`config.mk`:
```
export PLATFORM = sky130hd
export DESIGN_NAME = vtpd_queue
export DESIGN_NICKNAME = d
export VERILOG_FILES = /design/src/design/vtpd_pkg.sv /design/src/design/vtpd_queue.sv
export SDC_FILE = /design/constraint.sdc
export NUM_CORES = 1
export LEC_CHECK = 0
export BUFFER_PORTS_ARGS = -buffer_cell sky130_fd_sc_hd__buf_2
export CAP_MARGIN = 40
export CORE_ASPECT_RATIO = 1.25
export CORE_MARGIN = 4
export CORE_UTILIZATION = 61
export DETAILED_ROUTE_END_ITERATION = 12
export PLACE_DENSITY = 0.84
export SLEW_MARGIN = 20
export SYNTH_ARGS = -nofsm -noshare
export SYNTH_HDL_FRONTEND = slang
export SYNTH_SLANG_ARGS = --single-unit
```
`constraint.sdc`:
```
create_clock -name clk -period 11.2 [get_ports clk]
set_input_delay 2.24 -clock clk [delete_from_list [all_inputs] [get_ports clk]]
set_output_delay 2.24 -clock clk [all_outputs]
set_load 0.01 [all_outputs]
```
`src/design/vtpd_pkg.sv`:
```
package vtpd_pkg;

    localparam int NUM_REGS  = 8;
    localparam int REG_IDX_W = 3;
    localparam int CFG_IDX_W = 8;
    localparam int QDEPTH    = 4;
    localparam int QPTR_W    = 2;
    localparam int QCNT_W    = 3;
    localparam int FRAC_W    = 16;
    localparam int QUO_W     = 48;
    localparam int SUM_W     = 50;

    localparam logic MODE_POINT = 1'b0;
    localparam logic MODE_VEC4  = 1'b1;

    localparam logic signed [31:0] ONE_Q16 = 32'sh0001_0000;
    localparam logic signed [31:0] Q_MAX   = 32'sh7FFF_FFFF;
    localparam logic signed [31:0] Q_MIN   = 32'sh8000_0000;

    // Row sums of one vertex, clamped to 32 bits
    typedef struct packed {
        logic             mode;
        logic             sat;
        logic [3:0][31:0] r;
    } rowsum_t;

    // One divider pipeline stage: three lanes share the divisor |w|
    typedef struct packed {
        rowsum_t          rs;
        logic [31:0]      dvsr;
        logic [2:0][47:0] nq;
        logic [2:0][31:0] rem;
    } div_stage_t;

    function automatic logic [63:0] cfg_reset_value(input logic [REG_IDX_W-1:0] idx);
        logic [63:0] v;
        v = 64'd0;
        case (idx)
            3'd0:    v = 64'h0000_0000_0001_0000;
            3'd2:    v = 64'h0001_0000_0000_0000;
            3'd5:    v = 64'h0000_0000_0001_0000;
            3'd7:    v = 64'h0001_0000_0000_0000;
            default: v = 64'd0;
        endcase
        return v;
    endfunction

endpackage

```
`src/design/vtpd_queue.sv`:
```
module vtpd_queue (
    input  logic              clk,
    input  logic              rst_n,
    input  logic              push,
    input  vtpd_pkg::rowsum_t push_data,
    output logic              full,
    input  logic              pop,
    output logic              not_empty,
    output vtpd_pkg::rowsum_t pop_data
);
    import vtpd_pkg::*;

    rowsum_t             entry_reg [QDEPTH];
    logic [QPTR_W-1:0]   wr_ptr_reg;
    logic [QPTR_W-1:0]   rd_ptr_reg;
    logic [QCNT_W-1:0]   count_reg;
    logic [QCNT_W-1:0]   count_next;
    logic                do_pop;

    assign full      = (count_reg == QCNT_W'(QDEPTH));
    assign not_empty = (count_reg != '0);
    assign do_pop    = pop && not_empty;
    assign pop_data  = entry_reg[rd_ptr_reg];

    always_comb
    begin
        count_next = count_reg;
        if (push && !do_pop)
        begin
            count_next = count_reg + 1'b1;
        end
        else if (!push && do_pop)
        begin
            count_next = count_reg - 1'b1;
        end
    end

    always_ff @(posedge clk)
    begin
        if (push)
        begin
            entry_reg[wr_ptr_reg] <= push_data;
        end
    end

    always_ff @(posedge clk or negedge rst_n)
    begin
        if (!rst_n)
        begin
            wr_ptr_reg <= '0;
            rd_ptr_reg <= '0;
            count_reg  <= '0;
        end
        else
        begin
            if (push)
            begin
                wr_ptr_reg <= wr_ptr_reg + 1'b1;
            end
            if (do_pop)
            begin
                rd_ptr_reg <= rd_ptr_reg + 1'b1;
            end
            count_reg <= count_next;
        end
    end

endmodule

```
==> flow_metrics.env, run 1 <==
export IMPL_rows=72
export IMPL_drt_first_pass_iters=5
export IMPL_cts_resized=0
export IMPL_dieArea_um2=34300
export IMPL_vdd_ir_drop_max_mv=0.186
export IMPL_setup_violations=0
export IMPL_fp_dieH_um=206
export IMPL_track_usage_pct=22.3
export IMPL_routed_wl_um=38900
export IMPL_clock_sinks=527
export IMPL_ant_nets=0
export IMPL_worst_setup_path_end_kind="primary output"
export IMPL_seqCellArea_um2=15800
export IMPL_cp_start_kind="register"
export IMPL_via_per_inst=5.94
export IMPL_hold_viol=0
export IMPL_postSynthAreaPerCell_um2=26.8
export IMPL_max_freq_ghz=0.191
export IMPL_p_leak_uw=0.00771
export IMPL_ioPinCount=266
export IMPL_grt_setup_unrepaired="false"
export IMPL_postCtsSetupBuffers=0
export IMPL_fin_skew_ns=0.0150
export IMPL_yosysSeqAreaShare_pct=82.5
export IMPL_start_util_pct=61.8
export IMPL_power_density_nw_per_um2=264
export IMPL_cts_hold_buffers=0
export IMPL_final_cell_mix="520 x edfxtp_1, 265 x buf_2, 130 x mux4_2"
export IMPL_clk_latency_ns=0.55
export IMPL_largest_register_ffs=520
export IMPL_path_max_fanout=31
export IMPL_r2r_setup_slack_ns=8.36
export IMPL_syn_to_final_growth_pct=18.0
export IMPL_fin_cells=1467
export IMPL_ys_types=21
export IMPL_fin_crit_sh_pct=46.7
export IMPL_hold_path_class="reg2reg"
export IMPL_syn_inst=714
export IMPL_fin_hold_ws_ns=0.488
export IMPL_cts_htree_levels=2
export IMPL_tightest_slew_ns=0.772
export IMPL_maxCapViolations=0
export IMPL_grt_pass1_vias=9338
export IMPL_status="completed"
export IMPL_cts_buffers=48
export IMPL_hpwl_um=22400
export IMPL_min_period_ns=5.23
export IMPL_drive_gt1_share_pct=46.1
export IMPL_ys_seq_elements=527
export IMPL_die_w_um=166
export IMPL_fillers=1719
export IMPL_netlist_area_um2=19100
export IMPL_wl_per_cell_um=26.5
export IMPL_gp_congestion=0.731
export IMPL_worst_ep_required_time_ns=8.96
export IMPL_crit_arrival_ns=2.99
export IMPL_multiInputGateArea_um2=3140
export IMPL_path_class="reg2out"
export IMPL_synth_nets=854
export IMPL_fin_nets=1159
export IMPL_cts_tree="yes"
export IMPL_cts_reportedPaths_clkPinSlew_ns=0.06
export IMPL_yosys_warnings=0
export IMPL_vias=8718
export IMPL_placedCellCount=1376
export IMPL_drc=0
export IMPL_overflow=0
export IMPL_fin_setup_tns_ns=0
export IMPL_grt_pass1_wl_um=57700
export IMPL_cts_root_buf="clkbuf_16"
export IMPL_core_um2=31000
export IMPL_drt_iter0_markers=808
export IMPL_antenna_found_initial=11
export IMPL_slew_headroom_pct=48.5
export IMPL_finalMaxSlewViolations=0
export IMPL_clockBufferDepth=3
export IMPL_grt_max_degree=54
export IMPL_layout_commonest_cell="edfxtp_1"
export IMPL_portBuffers=265
[final timing paths]
check / startpoint / endpoint / cells past startpoint
max: rd_ptr_reg[0] / pop_data[41] / 5
min: count_reg[2] / count_reg[2] / 1
max reg2reg: wr_ptr_reg[1] / entry_reg[1][37] / 6
min reg2reg: count_reg[2] / count_reg[2] / 1
max in group asynchronous: rst_n / rd_ptr_reg[1] / 1
min in group asynchronous: rst_n / rd_ptr_reg[0] / 1
[layout make-up]
type	count	area share [%]
diodes	7	0.0775
clock buffers	61	5.63
clock inverters	23	0.759
inverters	3	0.0498
multi-input cells	154	13.9
flip-flops and latches	527	69.9
well taps	407	2.25
repair buffers	285	7.39
[worst max-delay path, stage by stage (launching register included)]
cell,delay (ns)
dfrtp_4,0.63
buf_16,0.29
buf_4,0.49
buf_12,0.28
mux4_2,0.54
buf_2,0.16
[cells in the mapped netlist (all sizes together)]
| library cell | n | area (um2) |
|---|---|---|
| or3 | 1 | 6.26 |
| nor2 | 1 | 3.75 |
| ha | 5 | 62.6 |
| fa | 1 | 20.0 |
| nand3 | 1 | 5.00 |
| inv | 3 | 11.3 |
| o21ai | 1 | 5.00 |
| nor3b | 1 | 7.51 |
| dfrtp | 7 | 175 |
| xnor2 | 3 | 26.3 |
| buf | 27 | 199 |
| edfxtp | 520 | 15600 |
| mux2 | 1 | 11.3 |
| clkbuf | 3 | 11.3 |
| and2 | 4 | 25.0 |
| xor2 | 3 | 26.3 |
| mux4 | 130 | 2930 |
| nand2 | 2 | 7.51 |
[cells by family after synthesis]
kind of cell	share of synthesized area, %
flops	82.5
mux	15.4
buf+inv	1.16
simple gates	0.288
xor+xnor	0.275
fa+ha+maj	0.431
compound gates	0.0261
[layer usage]
metal	global-route usage, %	routed length [um]	part of all wire (%)
met5	0	69	0.18
met2	36.8	20700	53
met3	6.35	3220	8.3
met4	7.48	1180	3.0
met1	29.6	13700	35
[power breakdown]
part	internal, uW	switching, uW
clock	848	668
sequential	2580	143
combinational	805	924
[per-stage QoR]
stage / setup WS (ns) / util (%) / area [um2] / power (uW)
global placement: 6.20 / 67.3 / 20900 / 4380
floorplan: 5.48 / - / 19100 / 3850
global route: 5.73 / 72.9 / 22600 / 6230
detailed placement: 6.49 / 68.2 / 21100 / 4490
finish: 5.97 / 72.9 / 22600 / 5970
CTS: 5.87 / 72.8 / 22600 / 6030
Power figures use the tool's default switching activity.
==> run 2: changes to the inputs <==
CORE_UTILIZATION = 51   (was 61)
PLACE_DENSITY = 0.75   (was 0.84)
clock period = 4.6 ns   (was 11.2 ns; I/O delays follow)
==> run 2 against run 1 <==
First-iteration DRC count shrank 22%. Sequential cell count unchanged. Cell count up 5.8%. Clock-buffer cell count fell by 2. Register-to-register slack lost 6.0 ns. Routed wire length is 9.0% lower. Combinational power grew 130%. Setup slack got worse by 4.9 ns. Highest routed layer unchanged.
==> flow_metrics.env, run 2 (synthesized netlist as in run 1, its figures left out) <==
export IMPL_status="completed"
export IMPL_place_area_um2=21200
export IMPL_clock_sinks=527
export IMPL_cts_tree="yes"
export IMPL_swShare_pct=28.1
export IMPL_setup_violations=0
export IMPL_min_period_ns=3.54
export IMPL_cts_hold_buffers=0
export IMPL_dieArea_um2=40700
export IMPL_path_class="reg2out"
export IMPL_ioPinCount=266
export IMPL_worst_ep_required_time_ns=3.68
export IMPL_via_per_inst=5.40
export IMPL_p_int_uw=10500
export IMPL_grt_pass1_wl_um=54200
export IMPL_finalMaxSlewViolations=0
export IMPL_grt_max_degree=55
export IMPL_rows=79
export IMPL_largest_register_ffs=520
export IMPL_cp_start_kind="register"
export IMPL_path_max_fanout=34
export IMPL_drt_iter0_markers=631
export IMPL_worst_slack_ns=1.06
export IMPL_cts_reportedPaths_clkPinSlew_ns=0.06
export IMPL_final_cell_mix="520 x edfxtp_1, 265 x buf_2, 130 x mux4_2"
export IMPL_drc=0
export IMPL_clk_latency_ns=0.55
export IMPL_track_usage_pct=17.5
export IMPL_fin_nets=1159
export IMPL_slew_headroom_pct=50.0
export IMPL_vdd_ir_drop_max_mv=0.398
export IMPL_dp_worst_setup_slack_ns=1.56
export IMPL_clkPwrFrac_pct=26.9
export IMPL_vias=8388
export IMPL_fp_dieH_um=225
export IMPL_cts_buffers=48
export IMPL_hold_viol=0
export IMPL_worst_setup_path_end_kind="primary output"
export IMPL_portBuffers=265
export IMPL_fin_crit_sh_pct=76.9
export IMPL_ant_nets=0
export IMPL_core_um2=37200
export IMPL_cts_resized=0
export IMPL_cts_htree_levels=2
export IMPL_p_sw_uw=4110
export IMPL_drt_first_pass_iters=4
export IMPL_tightest_slew_ns=0.751
export IMPL_fillers=2600
export IMPL_p_leak_uw=0.00773
export IMPL_antenna_found_initial=13
export IMPL_postCtsSetupBuffers=0
export IMPL_max_freq_ghz=0.283
export IMPL_layout_commonest_cell="edfxtp_1"
export IMPL_fin_skew_ns=0.0111
export IMPL_hpwl_um=22000
export IMPL_drive_gt1_share_pct=46.3
export IMPL_final_area_um2=22700
export IMPL_gp_congestion=0.725
export IMPL_clockBufferDepth=3
export IMPL_comb_power_share_pct=27.7
export IMPL_overflow=0
export IMPL_wl_per_cell_um=22.8
export IMPL_routed_wl_um=35400
export IMPL_grt_setup_unrepaired="false"
export IMPL_fin_setup_tns_ns=0
export IMPL_syn_to_final_growth_pct=18.8
export IMPL_start_util_pct=51.5
export IMPL_maxCapViolations=0
export IMPL_die_w_um=181
export IMPL_crit_arrival_ns=2.62
export IMPL_p_seq_share_pct=45.4
export IMPL_hold_path_class="in2async"
export IMPL_power_density_nw_per_um2=643
export IMPL_grt_pass1_vias=9012
export IMPL_cts_root_buf="clkbuf_16"
## run 2: cell count changes in the layout (fill, tap and decap cells not counted), sizes merged
cell | previous run | this run
bufinv | 2 | 6
diode | 7 | 10
inv | 6 | 3
clkbuf | 61 | 59
clkinv | 17 | 19
clkinvlp | 1 | 3
## run 2: metrics by stage
stage,std cells,util [%],hold WS [ns],power [uW]
CTS,1542,61.1,0.171,14900
global route,1550,61.2,0.174,15300
global placement,1454,56.9,0.463,10800
detailed placement,1455,56.9,0.467,10900
floorplan,714,-,0.447,9380
finish,1552,61.2,0.194,14600
## run 2: path summary, 6_finish.rpt
check,startpoint,to,slack (ns),cells past startpoint
min reg2reg,count_reg[2],count_reg[2],0.47,1
max in group asynchronous,rst_n,rd_ptr_reg[1],4.23,1
max,rd_ptr_reg[0],pop_data[97],1.06,3
max reg2reg,wr_ptr_reg[0],entry_reg[2][71],2.35,4
min in group clk,count_reg[2],count_reg[2],0.47,1
min,rst_n,count_reg[1],0.19,1
## run 2: power groups by stage
| stage | logic, uW | registers (uW) | clock network [uW] |
|---|---|---|---|
| after floorplan | 2770 | 6610 | 0 |
| after global placement | 4130 | 6710 | 0 |
| after detailed placement | 4150 | 6770 | 0 |
| after CTS | 4170 | 6670 | 4030 |
| after global routing | 4350 | 6740 | 4240 |
| final | 4050 | 6640 | 3930 |
## run 2: layout make-up
cell class / count / area [um2] / share of cell area, %
diodes: 10 / 25.0 / 0.110
repair buffers: 285 / 1590 / 6.99
well taps: 486 / 608 / 2.67
flip-flops and latches: 527 / 15800 / 69.5
multi-input cells: 154 / 3140 / 13.8
clock inverters: 28 / 283 / 1.24
inverters: 3 / 11.3 / 0.0495
clock buffers: 59 / 1280 / 5.64
## run 2: layer usage
metal / global-route usage (%) / share of wire (%) / vias up
li1: - / - / 3721
met1: 23.0 / 38 / 4326
met2: 28.7 / 52 / 260
met3: 4.56 / 6.6 / 75
met4: 6.83 / 3.7 / 6
met5: 0 / 0.076 / -
## run 2: worst max-delay path: stages (launching register included)
cell,delay [ns]
dfrtp_4,0.92
buf_4,0.41
mux4_2,0.57
buf_2,0.16
==> run 3: changes to the inputs <==
ABC_AREA = 1   (was not set)
CORE_UTILIZATION = 52   (was 51)
PLACE_DENSITY = 0.76   (was 0.75)
clock period = 3 ns   (was 4.6 ns; I/O delays follow)
==> run 3 against run 2 <==
Sequential cell count unchanged. Cell area up 8.4%. Critical path depth up 4. Clock-buffer cell count is 5 higher. Area after synthesis grew 11%. Sequential power up 51%. Setup slack got worse by 0.91 ns. Sequential share of layout area shrank 5.4 points. Cell count is 57% higher. Clock power rose by 50%. Hold slack better by 0.046 ns. Critical path type unchanged. Critical endpoint is now pop_data[5].
==> flow_metrics.env, run 3 <==
export IMPL_status="completed"
export IMPL_grt_max_degree=95
export IMPL_finalMaxSlewViolations=0
export IMPL_vias=12600
export IMPL_largest_register_ffs=520
export IMPL_synth_most_common_cell="edfxtp_1"
export IMPL_min_period_ns=2.85
export IMPL_grt_pass1_wl_um=64700
export IMPL_reg2reg_to="entry_reg[2][127]"
export IMPL_gp_congestion=0.754
export IMPL_via_per_inst=5.17
export IMPL_postCtsSetupBuffers=0
export IMPL_drc=0
export IMPL_clock_sinks=527
export IMPL_fp_dieH_um=234
export IMPL_worstReg2RegStart="wr_ptr_reg[0]"
export IMPL_ant_nets=0
export IMPL_cts_tree="yes"
export IMPL_fin_crit_sh_pct=94.9
export IMPL_cts_reportedPaths_clkPinSlew_ns=0.06
export IMPL_core_um2=40200
export IMPL_portBuffers=265
export IMPL_postSynthAreaPerCell_um2=13.5
export IMPL_synthFlopType="edfxtp_1"
export IMPL_slew_headroom_pct=43.6
export IMPL_fin_skew_ns=0.00881
export IMPL_grt_setup_unrepaired="false"
export IMPL_routed_wl_um=42600
export IMPL_dieArea_um2=44100
export IMPL_syn_inst=1572
export IMPL_fin_nets=1984
export IMPL_dp_worst_setup_slack_ns=0.728
export IMPL_p_leak_uw=0.00992
export IMPL_ys_seq_elements=527
export IMPL_hold_viol=0
export IMPL_yosysTopAreaCell="edfxtp_1"
export IMPL_rows=82
export IMPL_path_max_fanout=46
export IMPL_path_class="reg2out"
export IMPL_worst_slack_ns=0.153
export IMPL_ys_top_cells_by_count="520 x edfxtp_1, 410 x nand2_1, 271 x inv_1"
export IMPL_fillers=2947
export IMPL_drive_gt1_share_pct=20.4
export IMPL_layout_commonest_cell="edfxtp_1"
export IMPL_synthArstFlopShare_pct=1.33
export IMPL_startpoint="rd_ptr_reg[0]"
export IMPL_ioPinCount=266
export IMPL_max_freq_ghz=0.351
export IMPL_clk_latency_ns=0.56
export IMPL_synth_nets=1712
export IMPL_cp_slowest_cell="dfrtp_1"
export IMPL_final_cell_mix="520 x edfxtp_1, 406 x nand2_1, 267 x inv_1"
export IMPL_syn_to_final_growth_pct=16.2
export IMPL_critPathMaxStageDelay_ns=0.45
export IMPL_synth_top_area_share_pct=73.7
export IMPL_ys_types=19
export IMPL_endpoint="pop_data[5]"
export IMPL_netlist_area_um2=21200
export IMPL_r2r_setup_slack_ns=0.89
export IMPL_start_util_pct=52.7
export IMPL_yosysSeqAreaShare_pct=74.5
export IMPL_maxCapViolations=0
export IMPL_overflow=0
export IMPL_fin_cells=2435
export IMPL_cts_buffers=49
export IMPL_cts_root_buf="clkbuf_16"
export IMPL_hpwl_um=25800
export IMPL_synth_edff_count=520
export IMPL_tightest_slew_ns=0.846
export IMPL_die_w_um=189
export IMPL_vdd_ir_drop_max_mv=0.662
export IMPL_hold_path_class="in2reg"
export IMPL_reg2reg_depth=5
export IMPL_drt_first_pass_iters=5
export IMPL_path_common_cell="nand2_1"
export IMPL_power_density_nw_per_um2=981
export IMPL_placedCellCount=2338
export IMPL_worst_ep_required_time_ns=2.40
export IMPL_track_usage_pct=18.7
export IMPL_worst_setup_path_end_kind="primary output"
export IMPL_wl_per_cell_um=17.5
export IMPL_cts_resized=0
export IMPL_drt_iter0_markers=555
export IMPL_cts_htree_levels=2
export IMPL_grt_pass1_vias=12400
export IMPL_antenna_found_initial=9
export IMPL_crit_arrival_ns=2.25
export IMPL_clockBufferDepth=3
export IMPL_crit_chain="inv_8 > buf_12 > buf_4 > nand2_1 > o211ai_1 > nand2_1 > buf_2"
export IMPL_cp_start_kind="register"
export IMPL_yosys_top_cells_area="edfxtp_1 74%, o211ai_1 9.2%, nand2_1 7.3%, inv_1 4.8%, buf_6 2.8%"
export IMPL_setup_violations=0
export IMPL_yosys_warnings=0
run 3: cell types whose count changed after synthesis, moves of 2 or more:
cell / change
buf_4: +2
clkbuf_1: +3
buf_6: +42
and2_1: -4
inv_1: +268
nand3_1: +2
buf_2: +11
nand2_1: +408
xnor2_1: -2
xor2_1: -2
o211ai_1: +260
inv_2: +2
mux4_2: -130
run 3: layer usage:
layer	global-route usage (%)	wire length, um	share of wire (%)	up-vias
li1	-	-	-	6046
met1	21.8	16400	38	6110
met2	33.9	22300	52	331
met3	4.36	2570	6.0	90
met4	6.86	1370	3.2	8
met5	0	50	0.12	-
run 3: layout make-up:
class	instances	area, um2	area share [%]
antenna	5	12.5	0.0508
clock buffer	64	1330	5.38
clock inverter	27	208	0.843
inverter	273	1050	4.26
multi-input combinational	685	3660	14.8
sequential	527	15800	64.1
tap	546	683	2.77
timing repair buffer	308	1910	7.77
run 3: worst min-delay path by stage:
stage / from / end / slack, ns / depth (start not counted)
5_1_grt: push_data[10] / entry_reg[0][10] / 0.22 / 1
3_5_place_dp: rst_n / rd_ptr_reg[1] / 0.44 / 1
6_report: push_data[118] / entry_reg[1][118] / 0.24 / 1
3_3_place_gp: rst_n / rd_ptr_reg[1] / 0.44 / 1
4_1_cts: push_data[90] / entry_reg[2][90] / 0.22 / 1
2_1_floorplan: rst_n / count_reg[0] / 0.30 / 0
run 3: worst max-delay path, delay by kind of cell, from the launching register on:
kind / cells / cell delay, ns
AND/OR/NAND/NOR: 2 / 0.18
flip-flops: 1 / 0.45
AO/OA/AOI/OAI: 1 / 0.09
buffers and inverters: 4 / 0.90
run 3: cells by family after synthesis:
kind of cell / after synthesis / share of synthesized area [%]
compound gates: 261 / 9.23
xor+xnor: 2 / 0.0826
simple gates: 416 / 7.40
flops: 527 / 74.5
fa+ha+maj: 6 / 0.389
buf+inv: 360 / 8.42
run 3: report_power, final:
part           internal (uW)  switching (uW)  total, uW
clock network           3370            2510       5880
registers               9620             372      10000
logic                   2880            5410       8300
total                  15900            8300      24200
run 3: per-stage QoR:
stage | TNS [ns] | total power, uW | hold slack (ns) | instance area (um2) | util (%)
after global placement | 0 | 18300 | 0.440 | 23100 | 57.4
after floorplan | -54.83 | 15700 | 0.304 | 21300 | -
after CTS | 0 | 24500 | 0.216 | 24600 | 61.2
after global routing | 0 | 25600 | 0.221 | 24600 | 61.3
final | 0 | 24200 | 0.241 | 24600 | 61.3
after detailed placement | 0 | 18600 | 0.442 | 23100 | 57.4
run 3: what timing repair did:
action,in CTS,in global routing
hold endpoints to repair,7,0
endpoints found under the setup margin,0,0
hold buffers,1,0
